--- src/rtl/core/rpe_pkg.sv ---
// ----------------------------------------------------------------------------
// rpe_pkg : shared types, constants and table builders
// Fixed-point formats, angle constants and the arctangent table for the
// rotary position embedding datapath. Also holds the constant functions that
// build the frequency table and the CORDIC gain during elaboration.
// ----------------------------------------------------------------------------
package rpe_pkg;

   localparam int POS_W        = 12;
   localparam int PAIR_W       = 8;
   localparam int SAMPLE_W     = 16;
   localparam int KEY_WIDTH_W  = 10;
   localparam int REQ_TDATA_W  = 88;
   localparam int RSP_TDATA_W  = 64;
   localparam int PAIR_COUNT   = 256;
   localparam int FRAC_W       = 30;
   localparam int FREQ_W       = FRAC_W + 1;
   localparam int PROD_W       = POS_W + FREQ_W;
   localparam int ANGLE_W      = 33;
   localparam int REDUCE_STEPS = 10;
   localparam int CORDIC_W     = 34;
   localparam int MUL_W        = SAMPLE_W + CORDIC_W;
   localparam int ACC_W        = MUL_W + 2;
   localparam int ATAN_LEN     = 24;
   localparam int TAYLOR_TERMS = 24;

   localparam int HEAD_SIZE_DEF    = 64;
   localparam int VEC_DIM_DEF      = 512;
   localparam int CORDIC_STEPS_DEF = 16;

   localparam longint unsigned Q30_ONE      = 64'd1 << FRAC_W;
   localparam longint unsigned LN10K_Q30    = 64'd9889527671;
   localparam longint unsigned LN2_Q30      = 64'd744261118;
   localparam longint unsigned TWO_PI_Q30   = 64'd6746518852;
   localparam longint unsigned PI_Q30       = 64'd3373259426;
   localparam longint unsigned HALF_PI_Q30  = 64'd1686629713;
   // upper fold limit: angles at or above it wrap to negative without a flip
   localparam longint unsigned THREE_HALF_PI_Q30 = TWO_PI_Q30 - HALF_PI_Q30;

   localparam longint unsigned ATAN_Q30 [ATAN_LEN] = '{
      64'd843314857, 64'd497837829, 64'd263043837, 64'd133525159, 64'd67021687,
      64'd33543516, 64'd16775851, 64'd8388437, 64'd4194283, 64'd2097149,
      64'd1048576, 64'd524288, 64'd262144, 64'd131072, 64'd65536, 64'd32768,
      64'd16384, 64'd8192, 64'd4096, 64'd2048, 64'd1024, 64'd512, 64'd256,
      64'd128
   };

   typedef logic        [POS_W-1:0]       pos_type;
   typedef logic        [PAIR_W-1:0]      pair_type;
   typedef logic signed [SAMPLE_W-1:0]    sample_type;
   typedef logic        [KEY_WIDTH_W-1:0] key_width_type;
   typedef logic        [FREQ_W-1:0]      freq_type;
   typedef logic        [PROD_W-1:0]      prod_type;
   typedef logic        [ANGLE_W-1:0]     angle_type;
   typedef logic signed [CORDIC_W-1:0]    cordic_type;
   typedef logic signed [MUL_W-1:0]       mul_type;
   typedef logic signed [ACC_W-1:0]       acc_type;

   typedef freq_type freq_rom_type [PAIR_COUNT];

   localparam key_width_type KEY_WIDTH_RESET = key_width_type'(512);

   // item payload and routing flags that ride along the pipeline
   typedef struct packed {
      logic       bypass;    // pair beyond the vector: nothing rotated
      logic       key_rot;   // key pair rotated as well
      sample_type q_even;
      sample_type q_odd;
      sample_type k_even;
      sample_type k_odd;
   } side_type;

   // restoring long division, elaboration only
   function automatic longint unsigned udiv64(input longint unsigned num,
                                              input longint unsigned den);
      longint unsigned quo;
      longint unsigned rem;
      int              i;
      quo = 64'd0;
      rem = 64'd0;
      for (i = 63; i >= 0; i--) begin
         rem = {rem[62:0], num[i]};
         if (rem >= den) begin
            rem    = rem - den;
            quo[i] = 1'b1;
         end
      end
      return quo;
   endfunction

   function automatic longint unsigned isqrt64(input longint unsigned val);
      longint unsigned res;
      longint unsigned bitv;
      longint unsigned n;
      n    = val;
      res  = 64'd0;
      bitv = 64'd1 << 62;
      while (bitv > n) bitv = bitv >> 2;
      while (bitv != 64'd0) begin
         if (n >= res + bitv) begin
            n   = n - (res + bitv);
            res = (res >> 1) + bitv;
         end else begin
            res = res >> 1;
         end
         bitv = bitv >> 2;
      end
      return res;
   endfunction

   function automatic longint unsigned cordic_gain(input int steps);
      longint unsigned k;
      longint unsigned s;
      int              i;
      k = Q30_ONE;
      for (i = 0; i < steps && i < ATAN_LEN; i++) begin
         s = isqrt64((64'd1 << 60) + (64'd1 << (60 - 2 * i)));
         k = udiv64((k << FRAC_W) + (s >> 1), s);
      end
      return k;
   endfunction

   // 10000^(-offset/head_len) in Q30: range reduction by ln2, Taylor series
   function automatic freq_type freq_q30(input int offset, input int head_len);
      longint unsigned x;
      longint unsigned k;
      longint unsigned r;
      longint unsigned term;
      longint          sum;
      int              n;
      x    = udiv64(LN10K_Q30 * longint'(offset), longint'(head_len));
      k    = udiv64(x, LN2_Q30);
      r    = x - k * LN2_Q30;
      sum  = longint'(Q30_ONE);
      term = Q30_ONE;
      for (n = 1; n <= TAYLOR_TERMS && term != 64'd0; n++) begin
         term = udiv64((term * r) >> FRAC_W, longint'(n));
         sum  = n[0] ? sum - longint'(term) : sum + longint'(term);
      end
      if (sum < 0) sum = 0;
      if (k > 64'd62) return freq_type'(0);
      return freq_type'(sum >>> k);
   endfunction

   // indexed by pair number; offset in head is (2*pair) mod head_len
   function automatic freq_rom_type build_freq_rom(input int head_len);
      freq_rom_type    rom;
      longint unsigned elem;
      longint unsigned offset;
      int              p;
      for (p = 0; p < PAIR_COUNT; p++) begin
         elem   = 64'd2 * longint'(p);
         offset = elem - longint'(head_len) * udiv64(elem, longint'(head_len));
         rom[p] = freq_q30(int'(offset), head_len);
      end
      return rom;
   endfunction

endpackage

--- src/rtl/core/rpe_reduce_cell.sv ---
// ----------------------------------------------------------------------------
// rpe_reduce_cell : one step of the modulo-2pi angle reduction
// Takes off 2pi shifted left by SHIFT when the angle is at least that large.
// A row of these, largest shift first, leaves the angle in [0, 2pi).
// ----------------------------------------------------------------------------
module rpe_reduce_cell #(
   parameter int SHIFT = 0
) (
   input  logic                 clock,
   input  logic                 reset,
   input  logic                 up_valid,
   output logic                 up_ready,
   input  rpe_pkg::prod_type    up_acc,
   input  rpe_pkg::side_type    up_side,
   output logic                 dn_valid,
   input  logic                 dn_ready,
   output rpe_pkg::prod_type    dn_acc,
   output rpe_pkg::side_type    dn_side
);

   localparam rpe_pkg::prod_type THRESH = rpe_pkg::prod_type'(rpe_pkg::TWO_PI_Q30 << SHIFT);

   logic              valid_ff;
   rpe_pkg::prod_type acc_ff;
   rpe_pkg::prod_type acc_in;
   rpe_pkg::side_type side_ff;

   assign up_ready = !valid_ff || dn_ready;
   assign acc_in   = (up_acc >= THRESH) ? up_acc - THRESH : up_acc;

   always_ff @(posedge clock) begin
      if (reset) begin
         valid_ff <= 1'b0;
      end else if (up_ready) begin
         valid_ff <= up_valid;
      end
   end

   always_ff @(posedge clock) begin
      if (up_valid && up_ready) begin
         acc_ff  <= acc_in;
         side_ff <= up_side;
      end
   end

   assign dn_valid = valid_ff;
   assign dn_acc   = acc_ff;
   assign dn_side  = side_ff;

endmodule

--- config.mk ---
export PLATFORM = sky130hd
export DESIGN_NAME = rpe_reduce_cell
export DESIGN_NICKNAME = d
export VERILOG_FILES = /design/src/rtl/core/rpe_pkg.sv /design/src/rtl/core/rpe_reduce_cell.sv
export SDC_FILE = /design/constraint.sdc
export NUM_CORES = 1
export LEC_CHECK = 0
export BUFFER_PORTS_ARGS = -buffer_cell sky130_fd_sc_hd__buf_4
export CORE_MARGIN = 3
export CORE_UTILIZATION = 48
export CTS_CLUSTER_SIZE = 25
export DETAILED_ROUTE_END_ITERATION = 6
export HOLD_SLACK_MARGIN = 0.02
export PLACE_DENSITY = 0.84
export SLEW_MARGIN = 30
export SYNTH_ARGS = -nofsm -noshare
export SYNTH_HDL_FRONTEND = slang
export SYNTH_SLANG_ARGS = --single-unit
--- constraint.sdc ---
create_clock -name clock -period 6.1 [get_ports clock]
set_input_delay 0.305 -clock clock [delete_from_list [all_inputs] [get_ports clock]]
set_output_delay 0.305 -clock clock [all_outputs]
set_load 0.05 [all_outputs]
== Yosys cells after proc, flatten, opt, wreduce, memory -nomap -nowiden ==
Cells that the tools add are included.

* $add $sub $neg: 1
* Magnitude comparators: 1
* Multiplexer cells: 1
* Reductions and logical operators: 3

{| class="wikitable"
|+ Operator list
! kind !! count
|-
| 43-bit by 33-bit >= comparator with 1-bit output (second input constant) || 1
|-
| 43-bit 2-to-1 mux || 1
|-
| 43-bit by 33-bit subtractor with 43-bit output (second input constant) || 1
|-
| 1-bit logical AND || 1
|-
| 1-bit zero test || 1
|-
| 1-bit logical OR || 1
|}

* Flip-flop bits (word level): 110
* Input port bits: 113
* Output and inout bits: 111
* Word-level logic and storage cells: 14

== Logic depth before layout (Yosys ltp) ==
Gate-level depths: netlist of the first run.

* Depth after elaboration: 3
* Depth in mapped cells: 10
* Depth with buffers taken out: 8

== Worst setup path before layout of the first run ==
OpenSTA, ideal clock, no wires.

* Path kind: reg2reg
* Start point: register valid_ff, in the netlist dn_valid
* End point: register acc_ff[0], in the netlist dn_acc[0] (enable)
* Library setup time: 0.480 ns
* Arrival: 3.563 ns
* Data required time: 5.620 ns
* Path slack: 2.057 ns
* Stages on the path, launching flop included: 3
* Path buffers: 0
* Clock period less this slack: 4.043 ns
* Cell sequence: dfxtp_1 > nand2b_1 > and2_1

* Longest elaborated chain between the ends: 3

{| class="wikitable"
|+ Ends and longest elaborated chain
! what !! line !! RTL
|-
| from (decl) || rpe_reduce_cell.sv:23 || <nowiki>logic valid_ff;</nowiki>
|-
| from (signal assigned) || rpe_reduce_cell.sv:35 || <nowiki>valid_ff <= up_valid;</nowiki>
|-
| 1-bit zero test || rpe_reduce_cell.sv:28 || <nowiki>assign up_ready = !valid_ff || dn_ready;</nowiki>
|-
| 1-bit logical OR || rpe_reduce_cell.sv:28 ||
|-
| named net up_ready || rpe_reduce_cell.sv:12 || <nowiki>output logic up_ready,</nowiki>
|-
| 1-bit logical AND || rpe_reduce_cell.sv:40 || <nowiki>if (up_valid && up_ready) begin</nowiki>
|-
| to (signal assigned) || rpe_reduce_cell.sv:41 || <nowiki>acc_ff <= acc_in;</nowiki>
|-
| to (decl) || rpe_reduce_cell.sv:24 || <nowiki>rpe_pkg::prod_type acc_ff;</nowiki>
|}

The timed path passes the listed nets, and every way through them passes these cells.
A chain may end at the register's enable or synchronous reset.

== Final worst setup path of the first run ==
* Start point: input port up_acc[35]
* End point: register acc_ff[20], in the netlist dn_acc[20] (data pin)

* Longest elaborated chain between the ends: 2

{| class="wikitable"
|+ Ends and longest elaborated chain
! what !! line !! RTL
|-
| from (decl) || rpe_reduce_cell.sv:13 || <nowiki>input rpe_pkg::prod_type up_acc,</nowiki>
|-
| 43-bit by 33-bit >= comparator with 1-bit output || rpe_reduce_cell.sv:29 || <nowiki>assign acc_in = (up_acc >= THRESH) ? up_acc - THRESH : up_acc;</nowiki>
|-
| 43-bit 2-to-1 mux || rpe_reduce_cell.sv:29 ||
|-
| named net acc_in[20] || rpe_reduce_cell.sv:25 || <nowiki>rpe_pkg::prod_type acc_in;</nowiki>
|}

The timed path passes the listed nets, and every way through them passes these cells.

==> impl_metrics.csv, run 1 <==
group,metric,value,unit
critical_path,crit_type,"in -> reg",
run,cap_violations,0,
grt,grt_max_degree,58,
grt,antenna_found_initial,0,
power_and_ir_drop,powerDensity,258.6,nW/um2
yosys,synth_edf_count,109,
yosys,yosys.cell_types.count,52,
placed_design,gp_congestion,0.8855,
clock_tree,insertion_delay,0.36,ns
critical_path,r2r.worst_path.cells,3,
yosys,ys_async_sr_fraction,0,%
yosys,synth_nets,425,
grt,grt_pass1_vias,3478,
cells_and_area,layout.nets,652,
timing,min_period,2.580,ns
floorplanning,die_area,10970,um2
clock_tree,cts_buffers,9,
timing,hold_viol,0,
critical_path,critPathLaunchType,"primary input",
placed_design,place_hpwl,10540,um
timing,tns,0,ns
floorplanning,start_util,49.95,%
critical_path,crit_top_cell,"buf_4",
outcome,status,"completed",
timing,finalCritPeriodShare,42.29,%
floorplanning,rows,35,
clock_tree,postCtsSetupRepairBufs,0,
timing,setup_violations,0,
min_path,hold_path_class,"in -> reg",
timing,worst_pin_slew,0.8189,ns
critical_path,crit_family,"simple AND/OR/NAND/NOR gates",
grt,overflow,0,
critical_path,slowest_delay,0.75,ns
clock_tree,cts_resized,0,
clock_tree,ctsHoldBuffers,0,
power_and_ir_drop,leakagePower,0.002684,uW
timing,whs,0.08389,ns
clock_tree,cts_tree,"built",
clock_tree,root_buffer,"clkbuf_8",
drt,postRouteWirelength,13380,um
clock_tree,cts.clk_slew.worst_paths,0.11,ns
grt,grtUsageTotal,23.85,%
cells_and_area,syn2layout_area_growth,42.13,%
yosys,avgSynthCellArea,15.10,um2
drt,wl_per_cell,19.93,um
drt,firstDrtPassIters,4,
floorplanning,io_pins,224,
cells_and_area,final_cell_mix,"buf_4 (225), edfxtp_1 (109), nand2_1 (30)",
yosys,synth_top_flop_cell,"edfxtp_1",
drt,vias,3508,
cells_and_area,layout_commonest_cell,"buf_4",
yosys,syn_inst,310,
drt,drtIter0Drc,241,
timing,skew,0.01033,ns
yosys,seq_area_frac_synth,70.36,%
floorplanning,core_region_area,9371,um2
drt,drc,0,
critical_path,cp_num_cells,9,
critical_path,arrival,2.69,ns
clock_tree,clock_sinks,110,
timing,max_slew_margin,45.08,%
cells_and_area,fin_cells,671,
critical_path,crit_fanout,13,
grt,grt_pass1_wl,19870,um
timing,fmax,0.3876,GHz
critical_path,cp-end-kind,"flop",
clock_tree,cts_max_path_buffers,2,
min_path,holdPathStages,2,
yosys,ys_ff_latch,110,
floorplanning,die_w,104.8,um
critical_path,required,6.21,ns
yosys,ys_warn_count,0,
yosys,netlist_area,4681,um2
power_and_ir_drop,total_power,1721,uW
drt,antenna_left,0,
timing,rsz0062_at_grt,"no",
power_and_ir_drop,vdd_drop_max,127.4,uV
clock_tree,htree_levels,3,
timing,maxSlewViolCount,0,
critical_path,crit_chain,"buf_4, nor4_1, nand2_1, nor4_2, a221oi_1, o31ai_2, buf_4, nand4_1, xnor2_1",
critical_path,crit_buf_inv,2,
placed_design,dp.cells,655,
cells_and_area,drive_above_1_share,47.97,%
floorplanning,chipHeight,104.8,um
drt,vias_per_cell,5.228,
placed_design,numPortBuffers,223,
cells_and_area,antenna_cells,0,
critical_path,critPathSlowestCell,"o31ai_2",
==> worst register-to-register path, delay by kind of cell (launching register included) <==
kind                   cells  cell delay [ns]
DFF                        1             0.33
and+or+nand+nor            2             0.74
buffers and inverters      1             0.72
==> cell type report <==
class / instances / area [um2]
repair buffers: 225 / 1689
well taps: 129 / 161.4
multi-input cells: 184 / 1300
inverters: 7 / 26.28
flip-flops and latches: 110 / 3293
fillers: 652 / 2719
clock buffers: 10 / 127.6
clock inverters: 6 / 55.05
==> cells in the mapped netlist (3+ instances only) <==
library cell	count	share of area [%]
edfxtp_1	109	70
nand2_1	30	2.4
xnor2_1	23	4.3
xor2_1	17	3.2
nor2_1	15	1.2
a21oi_1	12	1.3
nand3_1	10	1.1
nor3_1	9	0.96
inv_1	7	0.56
o21ai_0	6	0.64
nor4_1	5	0.67
buf_2	4	0.43
nand4_1	4	0.53
nor4_2	4	1.1
or3_1	4	0.53
buf_6	3	0.72
or2_2	3	0.40
==> power breakdown <==
part           total, uW  leakage [uW]  internal, uW  switching (uW)
clock network        412     0.0000865           156             256
logic                400       0.00153           134             267
registers            908       0.00106           893            15.2
==> kinds of logic after synthesis <==
kind of cell / count (synthesis) / synth area share (%)
simple gates: 97 / 11.71
flops: 110 / 70.36
buf+inv: 16 / 1.951
fa+ha+maj: 2 / 0.5345
compound gates: 45 / 7.966
xor+xnor: 40 / 7.485
==> per-stage QoR <==
stage	area (um2)	worst slack, ns	utilization, %
2_1_floorplan	4681	2.057	-
3_3_place_gp	6469	3.069	69.03
3_5_place_dp	6470	3.142	69.04
4_1_cts	6653	3.537	70.99
5_1_grt	6653	3.322	70.99
6_report	6653	3.520	70.99
==> flip-flops by register name, summed over array words and instances (netlist names) <==
signal / flops
dn_side: 66
dn_acc: 43
dn_valid: 1
==> final timing paths <==
path	from	to	slack [ns]
setup / recovery	up_acc[35]	dn_acc[20]	3.52
hold / removal	reset	dn_valid	0.08
setup reg to reg	dn_valid	dn_acc[10]	3.91
hold reg to reg	dn_valid	dn_valid	0.56
==> routing by layer <==
metal | vias to the layer above | wire length (um) | track usage (%)
met1 | 1660 | 4968 | 28.23
met5 | - | 0 | 0
li1 | 1633 | - | -
met3 | 24 | 919 | 6.238
met4 | 0 | 406 | 8.810
met2 | 191 | 7081 | 41.75
No activity file was read; power rests on OpenSTA's default activity.
==> inputs of run 2 (changes only) <==
- CORE_UTILIZATION: 48 -> 42
- PLACE_DENSITY: 0.84 -> 0.78
- clock period: 6.1 -> 2.3 ns (I/O delays scaled with it)
==> run 2 against run 1 <==
Against the previous run:
- critical path depth unchanged
- register-to-register slack got worse by 3.1 ns
- sequential cell count unchanged
- largest cell class unchanged
- via count increased by 15%
- design area increased by 14%
- highest routed layer unchanged
==> impl_metrics.csv, run 2 (synthesis gave the netlist of run 1 again) <==
group,metric,value,unit
outcome,status,"completed",
critical_path,required,2.42,ns
timing,worst_pin_slew,0.5790,ns
min_path,min_to,"dn_acc[31]",
clock_tree,cts_buffers,9,
clock_tree,htree_levels,3,
cells_and_area,largest_reg_flops,66,
power_and_ir_drop,leakagePower,0.003100,uW
timing,rsz0062_at_grt,"no",
grt,grt_pass1_wl,24420,um
floorplanning,core_region_area,10600,um2
grt,grt_pass1_vias,4121,
grt,antenna_found_initial,2,
drt,postRouteWirelength,16230,um
timing,hold_viol,0,
drt,firstDrtPassIters,5,
critical_path,critPathLaunchType,"primary input",
clock_tree,cts_tree,"built",
drt,vias_per_cell,5.233,
drt,drc,0,
critical_path,r2r_slack,0.81,ns
power_and_ir_drop,powerDensity,628.6,nW/um2
cells_and_area,final_cell_mix,"buf_4 (243), edfxtp_1 (109), dlygate4sd3_1 (72)",
run,cap_violations,0,
clock_tree,cts.clk_slew.worst_paths,0.11,ns
drt,antenna_left,0,
clock_tree,clock_sinks,110,
cells_and_area,seq_area,3293,um2
placed_design,dpl-instance-area,6673,um2
placed_design,numPortBuffers,223,
cells_and_area,drive_above_1_share,44.09,%
critical_path,crit_type,"in -> reg",
grt,grt_max_degree,42,
critical_path,cp-end-kind,"flop",
floorplanning,rows,37,
cells_and_area,fin_cells,773,
grt,overflow,0,
min_path,hold_path_class,"in -> reg",
critical_path,r2r_end,"dn_acc[41]",
grt,grtUsageTotal,25.71,%
cells_and_area,syn2layout_area_growth,61.91,%
placed_design,place_hpwl,10760,um
drt,wl_per_cell,20.99,um
floorplanning,start_util,44.15,%
cells_and_area,n_fill_cell,685,
floorplanning,die_w,111.6,um
timing,min_period,2.196,ns
cells_and_area,layout_commonest_cell,"buf_4",
drt,drtIter0Drc,340,
timing,skew,0.01292,ns
critical_path,crit_fanout,11,
timing,max_slew_margin,61.10,%
clock_tree,cts_resized,0,
floorplanning,chipHeight,111.6,um
critical_path,r2r.worst_path.cells,3,
power_and_ir_drop,vdd_drop_max,379.8,uV
clock_tree,postCtsSetupRepairBufs,0,
cells_and_area,final_cell_area,7579,um2
clock_tree,root_buffer,"clkbuf_8",
min_path,hold_path_startpoint,"up_acc[31]",
cells_and_area,multi_input_area,1299,um2
clock_tree,cts_max_path_buffers,2,
timing,finalCritPeriodShare,95.47,%
critical_path,rr_startpoint,"dn_valid",
placed_design,gp_congestion,0.9165,
placed_design,dp.cells,683,
timing,whs,0.03843,ns
floorplanning,die_area,12450,um2
floorplanning,io_pins,224,
timing,fmax,0.4554,GHz
timing,setup_violations,0,
timing,maxSlewViolCount,0,
min_path,holdPathStages,2,
clock_tree,insertion_delay,0.38,ns
drt,vias,4045,
cells_and_area,layout.nets,745,
critical_path,arrival,2.32,ns
==> run 2: cell count changes in the layout (fill, tap and decap cells not counted), moves of 2 or more <==
cell           before  now
buf_12              0    3
buf_4             225  243
diode_2             0    2
dlygate4sd3_1       0   72
inv_6               0    2
==> run 2: repair_timing <==
item,CTS,global route
hold endpoints to repair,71,0
endpoints found under the setup margin,0,0
hold buffers,72,0
==> run 2: layer usage <==
metal	up-vias	GRT usage (%)	wire length, um	part of all wire (%)
met1	1998	29.10	5944	37
met5	-	0	0	0
met4	0	9.084	415	2.6
met3	32	7.174	1219	7.5
met2	201	46.48	8650	53
li1	1814	-	-	-
==> run 2: area by class of cell <==
cell class / instances / share of cell area (%)
Antenna cell: 2 / 0.06604
Clock buffer: 9 / 1.634
Clock inverter: 7 / 0.7429
Inverter: 7 / 0.3467
Multi-Input combinational cell: 184 / 17.14
Sequential cell: 110 / 43.45
Tap cell: 136 / 2.245
Timing Repair Buffer: 318 / 34.37
==> run 2: report_power, final <==
part           switching (uW)  total (uW)  internal (uW)
Sequential               48.6        2420           2370
Combinational             758        1220            458
Clock                     723        1130            409
==> run 2: through the flow <==
stage                     setup slack [ns]  TNS, ns  total power (uW)  util (%)
after floorplan                   0.005811        0              3081         -
after global routing               0.02428        0              4927     71.49
after CTS                           0.1046        0              4734     71.44
final                               0.1041        0              4764     71.49
after detailed placement          -0.09654  -0.1753              3547     62.94
after global placement             0.01266        0              3524     62.94
==> run 2: worst max-delay path by stage <==
stage	start	endpoint	slack [ns]	cells after the start
after global placement	up_acc[39]	dn_acc[30]	0.01	9
after CTS	up_acc[0]	dn_acc[42]	0.10	9
final	up_acc[20]	dn_acc[42]	0.10	9
after detailed placement	up_acc[2]	dn_acc[41]	-0.1	9
after global routing	up_acc[1]	dn_acc[37]	0.02	9
after floorplan	dn_valid	dn_acc[0]	0.006	2
==> run 2: worst max-delay path, stage by stage <==
cell and delay (ns):
dlygate4sd3_1 0.56, buf_4 0.13, nand3_1 0.15, nor4_1 0.35, a41oi_1 0.23, o31a_1 0.22, buf_12 0.17, a2111oi_4 0.28
xor2_1 0.11
==> inputs of run 3 (changes only) <==
- CELL_PAD_IN_SITES_DETAIL_PLACEMENT: default -> 0
- CELL_PAD_IN_SITES_GLOBAL_PLACEMENT: default -> 1
- CORE_UTILIZATION: 42 -> 32
- PLACE_DENSITY: 0.78 -> 0.76
==> run 3 against run 2 <==
Against the previous run:
- count of clock-buffer cells in the layout unchanged
- worst setup slack better by 0.042 ns
- via count decreased by 4.7%
- combinational power hardly changed
- global-route usage shrank 8.3 points
- hold slack better by 0.035 ns
==> impl_metrics.csv, run 3 (synthesis gave the netlist of run 1 again) <==
group,metric,value,unit
placed_design,numPortBuffers,223,
critical_path,cp-end-kind,"flop",
drt,antenna_left,0,
cells_and_area,layout_commonest_cell,"buf_4",
clock_tree,root_buffer,"clkbuf_16",
critical_path,crit_fanout,11,
timing,whs,0.07369,ns
cells_and_area,antenna_cells,0,
drt,vias,3854,
floorplanning,start_util,33.21,%
grt,grt_max_degree,64,
floorplanning,io_pins,224,
drt,drtIter0Drc,239,
floorplanning,core_region_area,14100,um2
timing,skew,0.007379,ns
floorplanning,die_w,126.9,um
grt,grtUsageTotal,17.45,%
cells_and_area,syn2layout_area_growth,65.76,%
grt,antenna_found_initial,0,
critical_path,crit_top_cell,"buf_4",
min_path,holdPathStages,2,
timing,setup_violations,0,
cells_and_area,drive_above_1_share,45.07,%
critical_path,crit_start,"up_acc[0]",
timing,min_period,2.154,ns
critical_path,r2r_slack,0.99,ns
min_path,hold_path_class,"in -> reg",
floorplanning,rows,43,
grt,overflow,0,
critical_path,critPathSlowestCell,"dlygate4sd3_1",
power_and_ir_drop,powerDensity,654.7,nW/um2
drt,postRouteWirelength,14270,um
timing,worst_pin_slew,0.4438,ns
critical_path,rr_startpoint,"dn_valid",
drt,vias_per_cell,4.706,
placed_design,gp_congestion,0.8657,
critical_path,arrival,2.24,ns
drt,firstDrtPassIters,4,
clock_tree,cts_buffers,9,
clock_tree,insertion_delay,0.34,ns
critical_path,critPathLaunchType,"primary input",
timing,setup_slack,0.1458,ns
cells_and_area,layout.nets,750,
power_and_ir_drop,vdd_drop_max,333.9,uV
drt,wl_per_cell,17.42,um
critical_path,r2r_end,"dn_side[17]",
timing,hold_viol,0,
min_path,min_to,"dn_acc[31]",
floorplanning,die_area,16120,um2
critical_path,r2r.worst_path.cells,3,
power_and_ir_drop,leakagePower,0.003172,uW
clock_tree,cts_max_path_buffers,2,
floorplanning,chipHeight,126.9,um
placed_design,place_hpwl,10370,um
timing,max_slew_margin,70.18,%
cells_and_area,final_cell_mix,"buf_4 (250), edfxtp_1 (109), dlygate4sd3_1 (70)",
critical_path,crit_chain,"dlygate4sd3_1, buf_4, nor4_2, buf_4, a41oi_1, o31a_1, buf_12, a2111oi_4, xor2_1",
min_path,hold_path_startpoint,"up_acc[31]",
timing,rsz0062_at_grt,"no",
timing,maxSlewViolCount,0,
timing,fmax,0.4642,GHz
drt,drc,0,
cells_and_area,largest_reg_flops,66,
placed_design,post-place-ws,-0.01844,ns
critical_path,required,2.39,ns
timing,finalCritPeriodShare,93.66,%
clock_tree,cts.clk_slew.worst_paths,0.08,ns
clock_tree,htree_levels,3,
clock_tree,clock_sinks,110,
grt,grt_pass1_vias,4128,
run,cap_violations,0,
clock_tree,cts_tree,"built",
grt,grt_pass1_wl,21980,um
critical_path,crit_type,"in -> reg",
critical_path,slowest_delay,0.54,ns
power_and_ir_drop,total_power,5080,uW
outcome,status,"completed",
## run 3: changes by cell type in the layout (fill, tap and decap cells not counted), moves of 2 or more
cell	delta
buf_4	+7
clkbuf_16	+9
clkbuf_8	-9
clkinv_2	+2
diode_2	-2
dlygate4sd3_1	-2
## run 3: worst max path at each step
stage | endpoint | depth (start not counted)
2_1_floorplan | dn_acc[0] | 2
3_3_place_gp | dn_acc[8] | 8
3_5_place_dp | dn_acc[12] | 8
4_1_cts | dn_acc[30] | 9
5_1_grt | dn_acc[30] | 9
6_report | dn_acc[30] | 9
## run 3: metal layers
layer  vias up  track usage [%]  part of all wire (%)
met5         -                0                     0
met4         0            6.562                   2.2
met3        25            3.579                   6.6
met2       173            31.01                    51
met1      1826            20.78                    40
li1       1830                -                     -
## run 3: what timing repair did
| item | CTS | global route |
|---|---|---|
| hold buffers | 70 | 0 |
| endpoints found under the hold margin | 69 | 0 |
| buffers inserted | 0 | 0 |
| endpoints found under the setup margin | 0 | 2 |
| resized for setup | 0 | 1 |
## run 3: per-stage QoR
stage	instances	utilization [%]	instance area [um2]	TNS [ns]
3_3_place_gp	734	48.10	6780	0
4_1_cts	819	55.00	7752	0
3_5_place_dp	734	48.10	6780	-0.03730
6_report	819	55.04	7759	0
5_1_grt	819	55.04	7759	0
2_1_floorplan	310	-	4683	0
## run 3: layout make-up
type	count	area, um2
multi-input combinational	184	1305
inverter	7	26.28
fill	1175	6337
clock buffer	9	225.2
tap	180	225.2
clock inverter	6	46.29
timing repair buffer	323	2638
sequential	110	3293
## run 3: critical path, delay by kind of cell
kind                      cells  cell delay (ns)
buffers and inverters         4             1.02
AOI/OAI and AO/OA             3             0.65
and+or+nand+nor               1             0.32
xor gates and xnor gates      1             0.12
## run 3: report_power, final
group	internal, uW	switching [uW]
sequential	2370	38.2
clock	742	733
combinational	459	740
